**src/hdl/psd_pkg.sv**
```systemverilog
package psd_pkg;

    // Default sizes of the pixel stores and of the window.
    localparam int PSD_MAX_WIDTH    = 128;
    localparam int PSD_MAX_HEIGHT   = 128;
    localparam int PSD_MAX_CHANNELS = 3;
    localparam int PSD_MAX_RADIUS   = 7;

    // Field widths that the interface fixes.
    localparam int PSD_COORD_W = 8;
    localparam int PSD_DIST_W  = 26;
    localparam int PSD_PIX_W   = 8;
    localparam int PSD_CFG_W   = 8;
    localparam int PSD_IDX_W   = 3;

    // Operation and image select codes.
    localparam logic OP_WRITE = 1'b0;
    localparam logic OP_QUERY = 1'b1;
    localparam logic IMG_REF  = 1'b0;
    localparam logic IMG_CAND = 1'b1;

    // Configuration register indexes.
    typedef enum logic [PSD_IDX_W-1:0] {
        CFG_RADIUS   = 3'd0,
        CFG_CHANNELS = 3'd1,
        CFG_REF_W    = 3'd2,
        CFG_REF_H    = 3'd3,
        CFG_CAND_W   = 3'd4,
        CFG_CAND_H   = 3'd5
    } t_psd_cfg_idx;

    typedef struct packed {
        logic [2:0] window_radius;
        logic [1:0] channel_count;
        logic [7:0] ref_width;
        logic [7:0] ref_height;
        logic [7:0] cand_width;
        logic [7:0] cand_height;
    } t_psd_cfg;

    typedef struct packed {
        logic       op;
        logic       image_sel;
        logic [1:0] channel;
        logic [6:0] pix_x;
        logic [6:0] pix_y;
        logic [7:0] pixel;
        logic [6:0] ref_x;
        logic [6:0] ref_y;
        logic [6:0] cand_x;
        logic [6:0] cand_y;
    } t_psd_in;

    typedef struct packed {
        logic [PSD_DIST_W-1:0] distance;
        logic                  range_error;
    } t_psd_out;

    // Control from the sequencer to the accumulator, aligned with the read address.
    typedef struct packed {
        logic clr;
        logic vld;
        logic last;
    } t_psd_acc_ctl;

endpackage

```
**src/hdl/psd_acc.sv**
```systemverilog
module psd_acc (
    input  logic                           i_clk,
    input  logic                           i_rst_n,
    input  psd_pkg::t_psd_acc_ctl          i_ctl,
    input  logic [psd_pkg::PSD_PIX_W-1:0]  i_ref_pix,
    input  logic [psd_pkg::PSD_PIX_W-1:0]  i_cand_pix,
    output logic                           o_done,
    output logic [psd_pkg::PSD_DIST_W-1:0] o_sum
);
    import psd_pkg::*;

    logic                    r_v1, r_l1, r_v2, r_l2, r_done;
    logic [2*PSD_PIX_W-1:0]  r_sq;
    logic [PSD_DIST_W-1:0]   r_sum;
    logic [PSD_PIX_W-1:0]    w_diff;

    // Control follows the memory read latency, then the squaring stage.
    always_ff @(posedge i_clk) begin
        if (!i_rst_n) begin
            r_v1   <= 1'b0;
            r_l1   <= 1'b0;
            r_v2   <= 1'b0;
            r_l2   <= 1'b0;
            r_done <= 1'b0;
        end else begin
            r_v1   <= i_ctl.vld;
            r_l1   <= i_ctl.last;
            r_v2   <= r_v1;
            r_l2   <= r_l1;
            r_done <= r_v2 && r_l2;
        end
    end

    // Absolute difference of the two pixels read last cycle.
    assign w_diff = (i_ref_pix > i_cand_pix) ? (i_ref_pix - i_cand_pix)
                                             : (i_cand_pix - i_ref_pix);

    always_ff @(posedge i_clk) begin
        r_sq <= (2*PSD_PIX_W)'(w_diff) * (2*PSD_PIX_W)'(w_diff);
    end

    // Running sum, wrapping at the result width.
    always_ff @(posedge i_clk) begin
        if (i_ctl.clr) begin
            r_sum <= '0;
        end else if (r_v2) begin
            r_sum <= r_sum + PSD_DIST_W'(r_sq);
        end
    end

    assign o_done = r_done;
    assign o_sum  = r_sum;

endmodule

```
**config.mk**
```make
export PLATFORM = sky130hd
export DESIGN_NAME = psd_acc
export DESIGN_NICKNAME = d
export VERILOG_FILES = /design/src/hdl/psd_pkg.sv /design/src/hdl/psd_acc.sv
export SDC_FILE = /design/constraint.sdc
export NUM_CORES = 1
export LEC_CHECK = 0
export BUFFER_PORTS_ARGS = -buffer_cell sky130_fd_sc_hd__buf_4
export CORE_UTILIZATION = 45
export CTS_CLUSTER_SIZE = 20
export DETAILED_ROUTE_END_ITERATION = 16
export MAX_ROUTING_LAYER = met4
export PLACE_DENSITY = 0.78
export SKIP_LAST_GASP = 1
export SLEW_MARGIN = 0
export SYNTH_ARGS = -nofsm -noshare
export SYNTH_HDL_FRONTEND = slang
export SYNTH_SLANG_ARGS = --single-unit
```
**constraint.sdc**
```tcl
create_clock -name i_clk -period 6.5 [get_ports i_clk]
set_clock_uncertainty 0.05 [all_clocks]
set_input_delay 0.65 -clock i_clk [delete_from_list [all_inputs] [get_ports i_clk]]
set_output_delay 0.65 -clock i_clk [all_outputs]
set_load 0.01 [all_outputs]
```
---- After elaboration in Yosys (flattened, before gate mapping) ----
Index checks and enable logic that the tools add are counted.
storage, ports and cells
  bits in registers ....................... 47
  latch bits .............................. 0
  RAM bits ................................ 0
  bits in read-only memories .............. 0
  bits of input ports ..................... 21
  output and inout bits ................... 27
  memories ................................ 0
operators by class
  add/sub/neg operators ................... 3
  $mul .................................... 1
  divide/modulo/power cells ............... 0
  order comparisons ....................... 1
  equality and inequality tests ........... 0
  shift operators ......................... 0
  mux-type cells .......................... 1
  bitwise logic cells ..................... 0
  reductions and logical operators ........ 1
operator list
  cell               count
  $add 26x16->26     1
  $mul 8x8->16       1
  $sub 8x8->8        2
  $gt 8x8->1         1
  $mux 8             1
  $logic_and 1x1->1  1

---- Logic depth before layout (Yosys ltp) ----
  word-level depth ........................ 3
  gate-level depth with buffers ........... 27
  mapped depth without buffers ............ 27

---- Worst setup path after synthesis ----
Ideal clock, no wire load.
  path type ............................... input to register
  start ................................... input port i_ref_pix[0] in the netlist's numbering
  end ..................................... register r_sq[15]
  library setup time ...................... 0.092 ns
  arrival time ............................ 6.438 ns
  data required time ...................... 6.358 ns
  slack ................................... -0.080 ns
  cell stages on the path ................. 24
  path buffers ............................ 1
  cell sequence ........................... inv_1 ha_1 inv_1 fa_1 a21o_1 a221oi_4 o22ai_4 a211oi_1 nor3_1 nand2b_1 buf_2 or2_2 fa_1 inv_1 fa_1 fa_1 inv_1 fa_1 inv_1 ha_1 o41ai_1 o21ai_0 o211a_1 nor4_1
between the ends
  word-level cells in the longest chain between the ends .. 3
  elaborated cells on any way between the ends .. 5
  classes of those cells .................. add/sub (2); mul (1); order compare (1); mux (1)
ends and longest elaborated chain
  element                                    line           RTL
  start, declared                            psd_acc.sv:5   input logic [psd_pkg::PSD_PIX_W-1:0] i_ref_pix,
  $sub 8x8->8, or another cell as far along  psd_acc.sv:36  : (i_cand_pix - i_ref_pix);
  $mux 8 (*)                                 psd_acc.sv:35  assign w_diff = (i_ref_pix > i_cand_pix) ? (i_ref_pix - i_cand_pix)
  $mul 8x8->16 (*)                           psd_acc.sv:39  r_sq <= (2*PSD_PIX_W)'(w_diff) * (2*PSD_PIX_W)'(w_diff);
  end signal, assigned                       psd_acc.sv:39
  end, declared                              psd_acc.sv:13  logic [2*PSD_PIX_W-1:0] r_sq;
Every way passes the cells marked *; elsewhere a longest branch is shown, timed or not.
A chain may end at the register's enable or synchronous reset.

---- Final worst setup path ----
Ends and elaborated chain as after synthesis.

==> key figures <==
STA
  – Final worst path period share: 96.4%
  – Fmax: between 150 and 200 MHz
  – Hold slack: 388 ps
  – Hold Violations, Final: 0
  – Slew margin rel.: 37.2%
  – Slew Limit Fails: 0
  – Setup tns final: 0 ps
  – RSZ-0062 raised after global routing: false
  – Setup violations, final: 0
  – Measured slew at the worst slew-check pin: 941 ps
  – Min Tclk post-route: 6260 ps
  – Worst setup margin: 236 ps

Yosys
  – Synth Cell Area: 4460 um^2
  – Post-Synthesis Cells: 515
  – Async set or reset register ratio after synthesis: 0%
  – Cell variety after synth: 52
  – Synthesized net count: between 600 and 700
  – Post-synth EDFFs: 0
  – Register area share after synthesis: 20.6%
  – Flops & latches, synth: 46
  – Ys flop type: dfxtp_1
  – YS warnings: 0
  – Avg Cell Area, Syn: 8.66 um^2

Floorplan
  – Initial Util: 47.4%
  – Die X: 102 um
  – Core area: 9420 um^2
  – Chip height: 102 um
  – Io pins: 48
  – Core Rows: 35
  – Die area: 10,300 um^2

Power
  – Pwr Total: 0.00308 W
  – Leakage dissipation: 2.76 nW
  – Total net switching power: 0.00141 W
  – Clock power frac: 6.9%
  – Cell Pwr Density: 573 nW/um^2
  – Combinational power share: 80.2%
  – Switch share: 45.9%
  – Reg power frac: about an eighth
  – VDD IR-drop max: 0.376 mV
  – P_int: 0.00167 W

Global route
  – First-pass GRT wire length: 15.4 mm
  – Largest net degree at the start of global routing: 29
  – Global Route met2 Usage: 34.6%
  – Initial antenna violation count: 0
  – Gr busiest metal: met2
  – Total gr overflow: 0
  – Gr usage total: 18.8%
  – Met1 GRT Util: 21.3%
  – Met3 Usage GRT: 1.59%
  – Vias in the first global route: 3,683

Clock tree
  – Clock Latency Late Sink: 300 ps
  – Total CTS buffers: 5
  – CTS tree: done
  – CTS max path bufs: 2
  – Reg clk slew, reported paths: 90 ps
  – Root buf cell: clkbuf_8
  – Hold buffer count at cts: 0
  – Total clock sinks: 46
  – H-tree Lvls: 2

Flow run
  – Max-Cap Viols: 0

Setup path
  – Critical-path top delay cell: fa_1
  – Worst EP arrival: ~6400 ps
  – Most frequent CP cell: inv_1
  – Critical Path Start Type: input pin
  – Reg2Reg Setup Slack: 3790 ps
  – FF-to-FF End: o_sum[18]
  – CP max stage delay: roughly 540 ps
  – CP delay by family, top: adder cells
  – CP endpoint kind: register
  – Worst R2R Start: o_sum[0]
  – CP Depth: 26
  – Kind of critical path: in2reg
  – Crit Path Max Fanout: 7
  – Worst EP required: 6660 ps
  – Reg2Reg Depth: 9
  – Worst path bufs/invs: 6

Min path
  – Hold depth: 1
  – Worst min-delay path category: reg2reg
  – Worst Hold Launch: r_v1
  – Endpoint, Worst Hold: r_v2

Drt
  – Total number of vias: 3,789
  – ANT nets after route: 0
  – Routed WL per cell: 12.7 um
  – DRT iter0 DRCs: 96
  – Drt total wl: 9.13 mm
  – Residual DRC count: 0
  – Avg Vias per Cell: approximately 5.3
  – Pre-antenna DRT Iters: 4

Placed design
  – PortBufs: 47
  – Pre-CTS setup slack: -256 ps
  – Detailed-placement wirelength estimate: 7.46 mm
  – Placed insts: 705
  – GPL Wtd Cong: between 0.9 and 1

Cells and area
  – P&R area growth vs syn: 20.6%
  – Share of post-route cells with drive strength above 1: 19.8%
  – Antenna Diode Count: 0
  – Layout Nets: approximately 700
  – Fillers: 836
  – Layout Cells excl Fill: 720

Outcome
  – Status: complete, no violations
registers in the layout, indices dropped and copies added (netlist names):
name	count
r_l2	1
r_l1	1
r_v2	1
r_v1	1
r_sq	15
o_done	1
o_sum	26
layout by cell type (no fill, tap or decap), types with 4 or more instances in the layout:
| master | count |
|---|---|
| inv_1 | 72 |
| fa_1 | 26 |
| nand3_1 | 5 |
| xor2_1 | 12 |
| dfxtp_1 | 46 |
| xnor2_1 | 18 |
| ha_1 | 62 |
| o211ai_1 | 4 |
| a21o_1 | 22 |
| nand2_1 | 24 |
| and3_1 | 6 |
| or3_1 | 5 |
| buf_4 | 82 |
| o21ai_0 | 13 |
| mux2i_1 | 11 |
| clkbuf_8 | 5 |
| a21oi_1 | 31 |
| o21bai_1 | 8 |
| and2_1 | 6 |
| nand4_1 | 5 |
| nor2_1 | 48 |
| o21a_1 | 6 |
| nand3b_1 | 4 |
worst max path at each step:
stage,from,to,slack (ps)
after floorplan,i_ref_pix[0],r_sq[15],90
after global placement,i_ref_pix[0],r_sq[15],-50
after detailed placement,i_ref_pix[0],r_sq[15],-260
after CTS,i_ref_pix[0],r_sq[15],50
after global routing,i_ref_pix[0],r_sq[15],5
final,i_ref_pix[0],r_sq[15],240
through the flow:
stage | utilization, % | area (um^2)
4_1_cts | 55.6 | 5240
6_report | 57.1 | 5380
5_1_grt | 57.1 | 5380
2_1_floorplan | - | 4470
3_3_place_gp | 54.4 | 5120
3_5_place_dp | 54.4 | 5120
repair_timing:
item / in CTS / in global routing
setup buffers: 0 / 7
resized for setup: 0 / 21
endpoints found under the setup margin: 0 / 3
routing by layer:
metal / wire, um / vias up
met5: 0 / -
met2: 4770 / 62
li1: - / 1905
met1: 4050 / 1811
met4: 114 / 0
met3: 200 / 11
cell usage after synthesis, types with 3 or more instances:
| cell type | instances | area, um^2 |
|---|---|---|
| or2_2 | 3 | 18.8 |
| a221oi_1 | 3 | 26.3 |
| nor3_1 | 4 | 20.0 |
| a21oi_1 | 32 | 160 |
| inv_1 | 73 | 274 |
| dfxtp_1 | 46 | 921 |
| a211oi_1 | 3 | 22.5 |
| buf_1 | 3 | 11.3 |
| xnor2_1 | 21 | 184 |
| o21ai_0 | 16 | 80.1 |
| mux2i_1 | 14 | 140 |
| nor2_1 | 49 | 184 |
| xor2_1 | 13 | 114 |
| fa_1 | 27 | 541 |
| nand4_1 | 5 | 31.3 |
| o21a_1 | 6 | 45.0 |
| a21o_1 | 22 | 165 |
| nand3_1 | 5 | 25.0 |
| and3_1 | 6 | 37.5 |
| nand2b_1 | 4 | 25.0 |
| or3_1 | 5 | 31.3 |
| nand2_1 | 25 | 93.8 |
| nand3b_1 | 4 | 30.0 |
| ha_1 | 63 | 788 |
| o21bai_1 | 8 | 60.1 |
| nor2b_1 | 3 | 18.8 |
| nor4_1 | 3 | 18.8 |
| clkbuf_1 | 7 | 26.3 |
| and2_1 | 6 | 37.5 |
| o211ai_1 | 4 | 30.0 |
layout make-up:
cell class,count,area (um^2),area share [%]
clock buffer,5,68.8,1.28
clock inverter,3,43.8,0.814
inverter,73,274,5.09
multi-input combinational,382,3300,61.3
sequential,46,921,17.1
tap,129,161,3.00
timing repair buffer,82,616,11.4
power by group through the flow:
stage	logic (W)	registers, W	clock network (W)
6_report	0.00247	0.000399	0.000211
5_1_grt	0.00281	0.000404	0.000231
4_1_cts	0.00239	0.000398	0.000218
3_5_place_dp	0.00238	0.000404	0
3_3_place_gp	0.00226	0.000404	0
2_1_floorplan	0.00179	0.000400	0
cell families after synthesis:
family	synth area share (%)
fa+ha+maj	29.8
mux	3.39
compound gates	18.2
simple gates	13.6
xor+xnor	6.68
flops	20.6
buf+inv	7.71
Power figures use the tool's default switching activity.
