[config.mk]
export PLATFORM = sky130hd
export DESIGN_NAME = psd_ctrl
export DESIGN_NICKNAME = d
export VERILOG_FILES = /design/src/hdl/psd_pkg.sv /design/src/hdl/psd_ctrl.sv
export SDC_FILE = /design/constraint.sdc
export NUM_CORES = 1
export LEC_CHECK = 0
export ABC_AREA = 1
export BUFFER_PORTS_ARGS = -buffer_cell sky130_fd_sc_hd__buf_2
export CAP_MARGIN = 20
export CORE_ASPECT_RATIO = 2
export CORE_UTILIZATION = 57
export DETAILED_ROUTE_END_ITERATION = 16
export PLACE_DENSITY = 0.87
export SLEW_MARGIN = 40
export SYNTH_ARGS = -nofsm -noshare
export SYNTH_HDL_FRONTEND = slang
export SYNTH_SLANG_ARGS = --single-unit
[constraint.sdc]
create_clock -name i_clk -period 8.4 [get_ports i_clk]
set_input_delay 0.84 -clock i_clk [delete_from_list [all_inputs] [get_ports i_clk]]
set_output_delay 0.84 -clock i_clk [all_outputs]
set_load 0.03 [all_outputs]
[src/hdl/psd_pkg.sv]
package psd_pkg;

    // Default sizes of the pixel stores and of the window.
    localparam int PSD_MAX_WIDTH    = 128;
    localparam int PSD_MAX_HEIGHT   = 128;
    localparam int PSD_MAX_CHANNELS = 3;
    localparam int PSD_MAX_RADIUS   = 7;

    // Field widths that the interface fixes.
    localparam int PSD_COORD_W = 8;
    localparam int PSD_DIST_W  = 26;
    localparam int PSD_PIX_W   = 8;
    localparam int PSD_CFG_W   = 8;
    localparam int PSD_IDX_W   = 3;

    // Operation and image select codes.
    localparam logic OP_WRITE = 1'b0;
    localparam logic OP_QUERY = 1'b1;
    localparam logic IMG_REF  = 1'b0;
    localparam logic IMG_CAND = 1'b1;

    // Configuration register indexes.
    typedef enum logic [PSD_IDX_W-1:0] {
        CFG_RADIUS   = 3'd0,
        CFG_CHANNELS = 3'd1,
        CFG_REF_W    = 3'd2,
        CFG_REF_H    = 3'd3,
        CFG_CAND_W   = 3'd4,
        CFG_CAND_H   = 3'd5
    } t_psd_cfg_idx;

    typedef struct packed {
        logic [2:0] window_radius;
        logic [1:0] channel_count;
        logic [7:0] ref_width;
        logic [7:0] ref_height;
        logic [7:0] cand_width;
        logic [7:0] cand_height;
    } t_psd_cfg;

    typedef struct packed {
        logic       op;
        logic       image_sel;
        logic [1:0] channel;
        logic [6:0] pix_x;
        logic [6:0] pix_y;
        logic [7:0] pixel;
        logic [6:0] ref_x;
        logic [6:0] ref_y;
        logic [6:0] cand_x;
        logic [6:0] cand_y;
    } t_psd_in;

    typedef struct packed {
        logic [PSD_DIST_W-1:0] distance;
        logic                  range_error;
    } t_psd_out;

    // Control from the sequencer to the accumulator, aligned with the read address.
    typedef struct packed {
        logic clr;
        logic vld;
        logic last;
    } t_psd_acc_ctl;

endpackage

[src/hdl/psd_ctrl.sv]
module psd_ctrl #(
    parameter int MAX_WIDTH    = psd_pkg::PSD_MAX_WIDTH,
    parameter int MAX_HEIGHT   = psd_pkg::PSD_MAX_HEIGHT,
    parameter int MAX_CHANNELS = psd_pkg::PSD_MAX_CHANNELS,
    parameter int MAX_RADIUS   = psd_pkg::PSD_MAX_RADIUS,
    localparam int X_W  = $clog2(MAX_WIDTH),
    localparam int Y_W  = $clog2(MAX_HEIGHT),
    localparam int CH_W = (MAX_CHANNELS > 1) ? $clog2(MAX_CHANNELS) : 1,
    localparam int A_W  = CH_W + Y_W + X_W
) (
    input  logic                           i_clk,
    input  logic                           i_rst_n,
    input  psd_pkg::t_psd_cfg              i_cfg,
    input  logic                           i_in_valid,
    output logic                           o_in_stall,
    input  psd_pkg::t_psd_in               i_in_data,
    output logic                           o_out_valid,
    input  logic                           i_out_stall,
    output psd_pkg::t_psd_out              o_out_data,
    output logic                           o_ref_we,
    output logic                           o_cand_we,
    output logic [A_W-1:0]                 o_waddr,
    output logic [psd_pkg::PSD_PIX_W-1:0]  o_wdata,
    output logic                           o_rd_en,
    output logic [A_W-1:0]                 o_ref_raddr,
    output logic [A_W-1:0]                 o_cand_raddr,
    output psd_pkg::t_psd_acc_ctl          o_acc,
    input  logic                           i_acc_done,
    input  logic [psd_pkg::PSD_DIST_W-1:0] i_sum
);
    import psd_pkg::*;

    typedef enum logic [1:0] {S_IDLE, S_RUN, S_DRAIN, S_DONE} t_state;

    t_state           r_state;
    logic             r_out_valid;
    t_psd_out         r_out_data;
    logic             r_range;
    logic [X_W-1:0]   r_rx, r_cx, r_rbx, r_cbx;
    logic [Y_W-1:0]   r_ry, r_cy, r_rby, r_cby;
    logic [3:0]       r_dx, r_dy;
    logic [CH_W-1:0]  r_ch;

    logic       w_accept, w_query, w_wr_ok, w_fits, w_last;
    logic [2:0] w_r, w_nch;
    logic [3:0] w_two_r;
    logic [7:0] w_rw, w_rh, w_cw, w_chh;

    // Window [c - r, c + r] lies inside [0, size).
    function automatic logic fits(input logic [6:0] c, input logic [2:0] r,
                                  input logic [7:0] size);
        logic [8:0] hi;
        hi = 9'(c) + 9'(r);
        return (c >= 7'(r)) && (hi < 9'(size));
    endfunction

    // Effective settings after saturation.
    always_comb begin
        w_r     = (i_cfg.window_radius > MAX_RADIUS) ? 3'(MAX_RADIUS) : i_cfg.window_radius;
        w_nch   = (i_cfg.channel_count > MAX_CHANNELS) ? 3'(MAX_CHANNELS)
                                                       : 3'(i_cfg.channel_count);
        w_rw    = (i_cfg.ref_width > MAX_WIDTH) ? 8'(MAX_WIDTH) : i_cfg.ref_width;
        w_rh    = (i_cfg.ref_height > MAX_HEIGHT) ? 8'(MAX_HEIGHT) : i_cfg.ref_height;
        w_cw    = (i_cfg.cand_width > MAX_WIDTH) ? 8'(MAX_WIDTH) : i_cfg.cand_width;
        w_chh   = (i_cfg.cand_height > MAX_HEIGHT) ? 8'(MAX_HEIGHT) : i_cfg.cand_height;
        w_two_r = {w_r, 1'b0};
    end

    // Input transfer and the range check of a query.
    assign o_in_stall = (r_state != S_IDLE);
    assign w_accept   = i_in_valid && (r_state == S_IDLE);
    assign w_query    = w_accept && (i_in_data.op == OP_QUERY);
    assign w_fits     = fits(i_in_data.ref_x, w_r, w_rw) && fits(i_in_data.ref_y, w_r, w_rh) &&
                        fits(i_in_data.cand_x, w_r, w_cw) && fits(i_in_data.cand_y, w_r, w_chh);

    // Pixel writes go straight to the selected store.
    assign w_wr_ok   = (i_in_data.channel < MAX_CHANNELS) && (i_in_data.pix_x < MAX_WIDTH) &&
                       (i_in_data.pix_y < MAX_HEIGHT);
    assign o_ref_we  = w_accept && (i_in_data.op == OP_WRITE) &&
                       (i_in_data.image_sel == IMG_REF) && w_wr_ok;
    assign o_cand_we = w_accept && (i_in_data.op == OP_WRITE) &&
                       (i_in_data.image_sel == IMG_CAND) && w_wr_ok;
    assign o_waddr   = {CH_W'(i_in_data.channel), Y_W'(i_in_data.pix_y), X_W'(i_in_data.pix_x)};
    assign o_wdata   = i_in_data.pixel;

    // One pixel pair read per cycle while the window is walked.
    assign w_last       = (r_state == S_RUN) && (r_dx == w_two_r) && (r_dy == w_two_r) &&
                          (3'(r_ch) == (w_nch - 3'd1));
    assign o_rd_en      = (r_state == S_RUN);
    assign o_ref_raddr  = {r_ch, r_ry, r_rx};
    assign o_cand_raddr = {r_ch, r_cy, r_cx};
    assign o_acc.clr    = w_query;
    assign o_acc.vld    = (r_state == S_RUN);
    assign o_acc.last   = w_last;

    // Sequencer and output register.
    always_ff @(posedge i_clk) begin
        if (!i_rst_n) begin
            r_state     <= S_IDLE;
            r_out_valid <= 1'b0;
        end else begin
            // The finishing state loads the output register itself.
            if (r_out_valid && !i_out_stall && (r_state != S_DONE)) begin
                r_out_valid <= 1'b0;
            end
            unique case (r_state)
                S_IDLE: begin
                    if (w_query) begin
                        r_range <= !w_fits;
                        r_rbx   <= X_W'(PSD_COORD_W'(i_in_data.ref_x) - PSD_COORD_W'(w_r));
                        r_cbx   <= X_W'(PSD_COORD_W'(i_in_data.cand_x) - PSD_COORD_W'(w_r));
                        r_rby   <= Y_W'(PSD_COORD_W'(i_in_data.ref_y) - PSD_COORD_W'(w_r));
                        r_cby   <= Y_W'(PSD_COORD_W'(i_in_data.cand_y) - PSD_COORD_W'(w_r));
                        r_rx    <= X_W'(PSD_COORD_W'(i_in_data.ref_x) - PSD_COORD_W'(w_r));
                        r_cx    <= X_W'(PSD_COORD_W'(i_in_data.cand_x) - PSD_COORD_W'(w_r));
                        r_ry    <= Y_W'(PSD_COORD_W'(i_in_data.ref_y) - PSD_COORD_W'(w_r));
                        r_cy    <= Y_W'(PSD_COORD_W'(i_in_data.cand_y) - PSD_COORD_W'(w_r));
                        r_dx    <= '0;
                        r_dy    <= '0;
                        r_ch    <= '0;
                        if (!w_fits || (w_nch == 3'd0)) begin
                            r_state <= S_DONE;
                        end else begin
                            r_state <= S_RUN;
                        end
                    end
                end
                S_RUN: begin
                    if (r_dx == w_two_r) begin
                        r_dx <= '0;
                        r_rx <= r_rbx;
                        r_cx <= r_cbx;
                        if (r_dy == w_two_r) begin
                            r_dy <= '0;
                            r_ry <= r_rby;
                            r_cy <= r_cby;
                            r_ch <= r_ch + 1'b1;
                        end else begin
                            r_dy <= r_dy + 4'd1;
                            r_ry <= r_ry + 1'b1;
                            r_cy <= r_cy + 1'b1;
                        end
                    end else begin
                        r_dx <= r_dx + 4'd1;
                        r_rx <= r_rx + 1'b1;
                        r_cx <= r_cx + 1'b1;
                    end
                    if (w_last) begin
                        r_state <= S_DRAIN;
                    end
                end
                S_DRAIN: begin
                    if (i_acc_done) begin
                        r_state <= S_DONE;
                    end
                end
                S_DONE: begin
                    if (!r_out_valid || !i_out_stall) begin
                        r_out_valid            <= 1'b1;
                        r_out_data.distance    <= r_range ? '0 : i_sum;
                        r_out_data.range_error <= r_range;
                        r_state                <= S_IDLE;
                    end
                end
                default: r_state <= S_IDLE;
            endcase
        end
    end

    assign o_out_valid = r_out_valid;
    assign o_out_data  = r_out_data;

endmodule

# After elaboration in Yosys (flattened, before gate mapping)
# Cells that the tools add are included.
# word_totals
output_inout_bits,91
wordCells,131
regBits,97
inputBits,122
# op_classes
n_mux,37
n_reduce_logical,34
n_lt_le_gt_ge,13
n_addsub,16
n_eq_ne,13
bitwise_logic,2
# ops
cell,n
7-bit 2-to-1 mux,10
7-bit case mux with 2 select lines,4
7-bit by 3-bit adder with 8-bit output,4
8-bit > comparator (second input constant),4
8-bit less-than comparator,4
8-bit 2-to-1 mux,4
7-bit by 1-bit adder with 7-bit output (second input constant),4
7-bit by 3-bit greater-or-equal comparator with 1-bit output,4
7-bit by 3-bit subtractor with 7-bit output,4
1-bit logical AND,19
2-bit 2-to-1 mux,8
4-bit 2-to-1 mux,4
4-bit case mux with 2 select lines,2
3-bit AND reduction,3
4-bit by 1-bit adder with 4-bit output (second input constant),2
4-bit == test,2
2-bit inequality test (second input constant),4
2-bit case mux with 4 select lines,1
4-bit AND reduction,2
2-bit by 1-bit inequality test with 1-bit output (second input constant),3
5-bit AND reduction,1
2-bit == test (second input constant),2
2-bit case mux with 2 select lines,1
2-bit nonzero test,2
other kinds (11),17

# Longest topological paths before layout
# Gate-level depths: netlist of run 1.
# logic_depth
word_depth,12
ltp_mapped,22

# Least setup slack after synthesis of run 1
# Ideal clock, no wire load.
# synth_timing
kind,input-to-reg
startpoint,in i_in_valid
endpoint,reg r_cbx[0] (enable)
path_stages,2
t_arrival_ns,3.736
setup_slack_ns,4.176
n_path_buf,0
setup_time_ns,0.488
required_ns,7.912
cell_sequence,inv_1 > nor4_1
# synth_between
elab_chain_cells,3
# synth_rtl
element,line_no,text
start: declaration,psd_ctrl.sv:14,"input logic i_in_valid,"
1-bit logical AND,psd_ctrl.sv:71,assign w_accept = i_in_valid && (r_state == S_IDLE);
1-bit logical AND,psd_ctrl.sv:72,assign w_query = w_accept && (i_in_data.op == OP_QUERY);
3-bit AND reduction (no source line),n/a,
end signal: assignment,psd_ctrl.sv:111,r_cbx <= X_W'(PSD_COORD_W'(i_in_data.cand_x) - PSD_COORD_W'(w_r));
end: declaration,psd_ctrl.sv:39,"logic [X_W-1:0] r_rx, r_cx, r_rbx, r_cbx;"
# No other way between the ends.
# A chain may end at the register's enable or synchronous reset.

# Final worst setup path of run 1
# layout_timing
startpoint,in i_cfg[35] (netlist name)
endpoint,reg r_state[1]
# layout_between
elab_chain_cells,11
elab_cells_between_ends,31
# layout_rtl
element,line_no,text
start: declaration,psd_ctrl.sv:13,"input psd_pkg::t_psd_cfg i_cfg,"
7-bit by 3-bit adder with 8-bit output,psd_ctrl.sv:53,hi = 9'(c) + 9'(r);
8-bit less-than comparator,psd_ctrl.sv:54,return (c >= 7'(r)) && (hi < 9'(size));
1-bit logical AND,psd_ctrl.sv:54,
1-bit logical AND (2 in series),psd_ctrl.sv:73,"assign w_fits = fits(i_in_data.ref_x, w_r, w_rw) && fits(i_in_data.ref_y, w_r, w_rh) &&"
1-bit logical AND,psd_ctrl.sv:74,"fits(i_in_data.cand_x, w_r, w_cw) && fits(i_in_data.cand_y, w_r, w_chh);"
1-bit zero test,psd_ctrl.sv:121,if (!w_fits || (w_nch == 3'd0)) begin
1-bit logical OR,psd_ctrl.sv:121,
2-bit 2-to-1 mux,psd_ctrl.sv:121,
2-bit 2-to-1 mux,psd_ctrl.sv:108,if (w_query) begin
2-bit case mux with 4 select lines,psd_ctrl.sv:106,unique case (r_state)
end signal: assignment,psd_ctrl.sv:99,r_state <= S_IDLE;
end signal: assignment,psd_ctrl.sv:122,r_state <= S_DONE;
end signal: assignment,psd_ctrl.sv:124,r_state <= S_RUN;
end: declaration,psd_ctrl.sv:35,t_state r_state;
# Parallel ways exist; a longest one is shown, timed or not. The select of a mux whose other input is x is not followed.

==> reports/qor.yml, run 1 <==
tritoncts: "yes"
fin_crit_sh_pct: 45.6
pwr-share-clk_pct: 24.2
slew_headroom_pct: 52.2
post-cts-setup-buffers: 0
crit_buf_inv: 3
dpl.hpwl_um: 13300
crit_required_ns: 8.63
rrSetupSlack_ns: 5.85
antenna_found_initial: 0
grt_pass1_wl_um: 25900
hold_path.class: "flop to flop"
crit_family: "simple AND/OR/NAND/NOR gates"
hold_viol_final: 0
drt-total-wl_um: 16600
clock_sinks: 97
yosysSeqAreaShare_pct: 41.3
post-synth-top-count-cell: "nand2_1"
grt_overflow: 0
synth_nets: 998
ioPinCount: 213
ys_types: 38
p_sw_mw: 0.710
synth_ff_type: "edfxtp_1"
tightest_slew_ns: 0.715
peakVddDrop_v: 0.000144
nNetsFinal: 1135
pre_cts_slack_ns: 4.22
swShare_pct: 37.6
die-area_um2: 12700
worst_setup_path_end_kind: "flop"
rows: 56
synth_area_um2: 6990
timing.rr.start: "r_state[1]"
wl_per_cell_um: 15.2
first_pass_iters: 4
criticalPathCategory: "input pin to flop"
crit_chain: "buf_2 > inv_1 > ha_1 > inv_1 > a21oi_1 > o21ai_0 > nand4_1 > nor2_1 > ha_1 > nand2_1 > nand3_1 > or2_2 > nor2_1 > nand4_1 > nor2_1 > nand2_1 > nor2_1 > nand4_1 > nand2_1 > a21oi_1"
internal_power_mw: 1.18
min_from: "o_out_valid"
status: "completed"
max_freq_mhz: 261
slowest_delay_ns: 0.39
syn_avg_cell_area_um2: 8.68
synth_area_leaders: "edfxtp_1 (40%), ha_1 (11%), nand2_1 (8.5%)"
clockRootBuffer: "clkbuf_16"
critPathMostFrequentCell: "nor2_1"
io_buffer_count: 168
reg2regPathDepth: 6
n_antenna_cell: 0
pwr-share-seq_pct: 38.0
cp.arrival_ns: 4.06
clk_latency_ns: 0.34
yosysTopAreaCellShare_pct: 40.4
whs_endpoint: "o_out_valid"
power_frac_comb_pct: 37.8
hold_path_depth: 2
initial_utilization_pct: 59.0
powerDensity_nw_per_um2: 233
path_max_fanout: 14
clk_pin_slew_ns: 0.06
cts.path.max_buffers: 2
r2r_end: "r_ch[0]"
drive_gt1_share_pct: 21.5
synth_edf_count: 94
grtUsageTotal_pct: 27.0
die_h_um: 159
cts_resized: 0
leakagePower_nw: 3.88
ant_nets: 0
n_fill_cell: 937
synth_common_cells: "nand2_1 (159), inv_1 (117), edfxtp_1 (94)"
postCtsHoldBufs: 0
maxCapViolations: 0
yosysTopAreaCell: "edfxtp_1"
period_needed_ns: 3.83
synth-seq-cells: 97
drt_iter0_drc: 261
worst_path_max_delay_cell: "ha_1"
via_count: 5903
grt_max_degree: 31
finalClockSkew_ns: 0.00684
setup_ws_ns: 4.57
slew_violations: 0
grt_pass1_vias: 5713
area_delta_synth_final_pct: 15.8
place_congestion: 0.942
drc_errors: 0
setup_viol: 0
rsz0062_at_grt: "false"
die_w_um: 80.3
coreArea_um2: 11800
yosys_warnings: 0
synthCells: 805
tns_ns: 0
h-tree-depth: 3
start_kind: "input pin"
via_per_inst: 5.41
cts_buffers: 9
async_flop_share_pct: 0
cell families (layout without fill, tap and decap cells):
group,count (synthesis),count (layout),share of synthesized area (%)
AOI/OAI and AO/OA,88,88,7.47
xor gates and xnor gates,60,60,7.52
adders and majority gates,71,71,13.6
buffers and inverters,168,310,10.9
DFF,97,97,41.3
and+or+nand+nor,321,321,19.2
flip-flops by register name (all words and copies together), names as in the netlist:
register	flops
o_out_data	27
o_out_valid	1
r_cbx	7
r_cby	7
r_ch	2
r_cx	7
r_cy	7
r_dx	4
r_dy	4
r_range	1
r_rbx	7
r_rby	7
r_rx	7
r_ry	7
r_state	2
placed cells by master (no fill, tap or decap), types with 21 or more instances in the layout:
cell type	count
a21oi_1	21
buf_2	168
edfxtp_1	94
ha_1	63
inv_1	116
nand2_1	159
nand3_1	28
nor2_1	90
o21ai_0	31
xnor2_1	21
xor2_1	39
worst register-to-register path, stage by stage, from the launching register on:
cell,delay (ns)
dfxtp_1,0.40
inv_1,0.09
ha_1,0.22
buf_4,0.24
nand2_1,0.50
inv_1,0.27
nor4_1,0.49
layer usage:
layer / GRT usage, % / part of all wire, % / up-vias
li1: - / - / 2883
met1: 25.6 / 34 / 2662
met2: 49.0 / 52 / 267
met3: 4.41 / 5.9 / 91
met4: 22.9 / 7.8 / 0
met5: 0 / 0 / -
stage by stage:
step | instances | util [%] | hold WS [ns] | power [mW] | area, um^2
finish | 1092 | 68.3 | 0.534 | 1.89 | 8090
global route | 1092 | 68.3 | 0.571 | 1.99 | 8090
CTS | 1091 | 68.2 | 0.528 | 1.89 | 8080
detailed placement | 1075 | 65.4 | 0.519 | 1.43 | 7750
global placement | 1075 | 65.4 | 0.517 | 1.41 | 7740
floorplan | 805 | - | 0.424 | 1.24 | 6990
final cells by class:
type | count | area [um^2] | area share (%)
inverters | 121 | 454 | 5.61
well taps | 145 | 181 | 2.24
multi-input cells | 540 | 3360 | 41.5
clock inverters | 7 | 109 | 1.35
repair buffers | 173 | 882 | 10.9
clock buffers | 9 | 225 | 2.78
flip-flops and latches | 97 | 2880 | 35.6
worst max-delay path by stage:
stage	from	to	depth (start not counted)
2_1_floorplan	i_in_valid	r_cbx[0]	2
5_1_grt	i_cfg[35]	r_state[1]	23
4_1_cts	i_cfg[35]	r_state[1]	20
3_5_place_dp	i_cfg[35]	r_state[1]	20
6_report	i_cfg[35]	r_state[1]	20
3_3_place_gp	i_cfg[35]	r_range	17
power groups by stage:
| stage | logic (mW) | registers [mW] | clock network, mW |
|---|---|---|---|
| after global routing | 0.790 | 0.725 | 0.475 |
| after CTS | 0.714 | 0.717 | 0.459 |
| after detailed placement | 0.707 | 0.726 | 0 |
| final | 0.714 | 0.716 | 0.456 |
| after global placement | 0.686 | 0.723 | 0 |
| after floorplan | 0.440 | 0.802 | 0 |
No activity file was read; power rests on OpenSTA's default activity.
==> run 2, diff against run 1 <==
--- a/config.mk
+++ b/config.mk
@@ -9,9 +9,9 @@
 export BUFFER_PORTS_ARGS = -buffer_cell sky130_fd_sc_hd__buf_2
 export CAP_MARGIN = 20
 export CORE_ASPECT_RATIO = 2
-export CORE_UTILIZATION = 57
+export CORE_UTILIZATION = 48
 export DETAILED_ROUTE_END_ITERATION = 16
-export PLACE_DENSITY = 0.87
+export PLACE_DENSITY = 0.78
 export SLEW_MARGIN = 40
 export SYNTH_ARGS = -nofsm -noshare
 export SYNTH_HDL_FRONTEND = slang
==> constraint.sdc (replaced) <==
create_clock -name i_clk -period 3.15 [get_ports i_clk]
set_input_delay 0.315 -clock i_clk [delete_from_list [all_inputs] [get_ports i_clk]]
set_output_delay 0.315 -clock i_clk [all_outputs]
set_load 0.03 [all_outputs]
==> run 2 against run 1 <==
Clock skew rose by 0.0038 ns. Critical path depth fell by 3. Sequential cell count did not move. Count of clock-buffer cells in the layout rose by 3. Clock power rose by 120%. Highest routed layer unchanged. Cell count rose by 6.0%. Die area rose by 18%. Sequential power rose to 2.7 times the previous value. Routed wire length fell by 2.7%. Via count fell by 2.5%.
==> reports/qor.yml, run 2 (synthesis results as in run 1) <==
grt_overflow: 0
worst_path_max_delay_cell: "a221oi_1"
cts_buffers: 9
p_total_mw: 4.82
grt_max_degree: 30
pre_cts_slack_ns: -0.00439
slew_headroom_pct: 57.1
wl_per_cell_um: 13.9
post-cts-setup-buffers: 0
h-tree-depth: 3
antenna_found_initial: 0
worst_setup_path_end_kind: "flop"
clk_pin_slew_ns: 0.07
grt_pass1_wl_um: 26300
place_congestion: 1.02
powerDensity_nw_per_um2: 586
dp.cells: 1141
fin_crit_sh_pct: 89.2
cts.path.max_buffers: 2
setup_ws_ns: 0.339
first_pass_iters: 11
pwr-share-seq_pct: 39.4
die_w_um: 87.3
die-area_um2: 15100
via_count: 5757
slowest_delay_ns: 0.38
hold_path.class: "input pin to flop"
clock_sinks: 97
slew_violations: 0
period_needed_ns: 2.81
rsz0062_at_grt: "false"
crit_chain: "buf_2 > clkinvlp_4 > ha_1 > nor2_1 > a221oi_1 > nor3_1 > and3_1 > ha_1 > nand2_1 > nand3_1 > or2_2 > nor2_1 > nand4_1 > nor2_1 > nand2_1 > nor2_1 > nand3_1"
setup_viol: 0
via_per_inst: 4.97
nNetsFinal: 1154
dpl.hpwl_um: 13400
start_kind: "input pin"
rrSetupSlack_ns: 0.87
maxCapViolations: 0
coreArea_um2: 14300
min_from: "i_rst_n"
timing.rr.start: "r_state[1]"
clk_latency_ns: 0.34
ioPinCount: 213
area_delta_synth_final_pct: 17.8
tightest_slew_ns: 0.643
final_cells: 1158
peakVddDrop_v: 0.000249
placed_area_um2: 7950
finalClockSkew_ns: 0.0107
drt-total-wl_um: 16100
final_area_um2: 8230
criticalPathCategory: "input pin to flop"
leakagePower_nw: 3.93
ant_nets: 0
clockRootBuffer: "clkbuf_16"
status: "completed"
drive_gt1_share_pct: 23.0
initial_utilization_pct: 48.9
largest_register_ffs: 27
drc_errors: 0
cp.arrival_ns: 2.89
internal_power_mw: 2.94
critPathMostFrequentCell: "nor2_1"
p_sw_mw: 1.88
max_freq_mhz: 356
n_fill_cell: 1345
crit_required_ns: 3.23
die_h_um: 173
hold_viol_final: 0
pwr-share-clk_pct: 20.5
n_antenna_cell: 0
swShare_pct: 39.0
grt_pass1_vias: 5695
grtUsageTotal_pct: 22.4
final_common_cell: "buf_2"
power_frac_comb_pct: 40.1
mostFrequentLayoutCells: "buf_2 (168), nand2_1 (159), inv_1 (116)"
tritoncts: "yes"
io_buffer_count: 168
drt_iter0_drc: 229
path_max_fanout: 5
rows: 62
worstSetupStartpoint: "i_cfg[35]"
## run 2: changes by cell type in the layout (fill, tap and decap cells not counted), moves of 2 or more
cell       before  now
buf_4           4   23
bufinv_16       3    0
clkbuf_1        0    3
clkinv_1        3    1
o21ai_0        31   29
o21ai_1         5    7
## run 2: worst max-delay path, delay by kind of cell
| family | cells | cell delay, ns |
|---|---|---|
| AO/OA/AOI/OAI | 1 | 0.38 |
| adder cells (fa/ha/maj) | 2 | 0.63 |
| buffers and inverters | 2 | 0.27 |
| AND/OR/NAND/NOR | 12 | 1.31 |
## run 2: power groups by stage
stage	clock network, mW	logic [mW]	registers [mW]
3_5_place_dp	0	1.92	1.93
5_1_grt	1.05	2.15	1.93
4_1_cts	1.00	1.94	1.91
6_report	0.989	1.93	1.90
2_1_floorplan	0	1.18	2.14
3_3_place_gp	0	1.89	1.93
## run 2: stage by stage
step	hold WS (ns)	TNS, ns	utilization, %
3_5_place_dp	0.509	-0.00439	55.7
4_1_cts	0.232	0	57.6
6_report	0.246	0	57.7
5_1_grt	0.262	0	57.7
3_3_place_gp	0.512	0	55.7
2_1_floorplan	0.424	0	-
## run 2: routing by layer
layer	global-route usage [%]	vias to the layer above	routed length, um
li1	-	2917	-
met5	0	-	0
met4	13.2	0	794
met3	2.91	50	766
met1	22.7	2609	5760
met2	41.7	181	8790
## run 2: worst paths after layout
| path | end | cells past startpoint |
|---|---|---|
| worst max register to register | r_ch[1] | 7 |
| worst min-delay path | r_state[0] | 3 |
| worst min register to register | o_out_valid | 2 |
| worst max-delay path | r_range | 17 |
## run 2: timing repair
| item | 4_1_cts | 5_1_grt |
|---|---|---|
| hold buffers | 0 | 0 |
| resized for setup | 0 | 3 |
| endpoints found under the setup margin | 0 | 2 |
## run 2: area by class of cell
type / instances / area, um^2 / area share [%]
Multi-Input combinational cell: 540 / 3360 / 40.8
Sequential cell: 97 / 2880 / 35.0
Timing Repair Buffer: 192 / 1020 / 12.4
Inverter: 121 / 458 / 5.56
Tap cell: 192 / 240 / 2.92
Clock buffer: 12 / 236 / 2.87
Clock inverter: 4 / 28.8 / 0.350
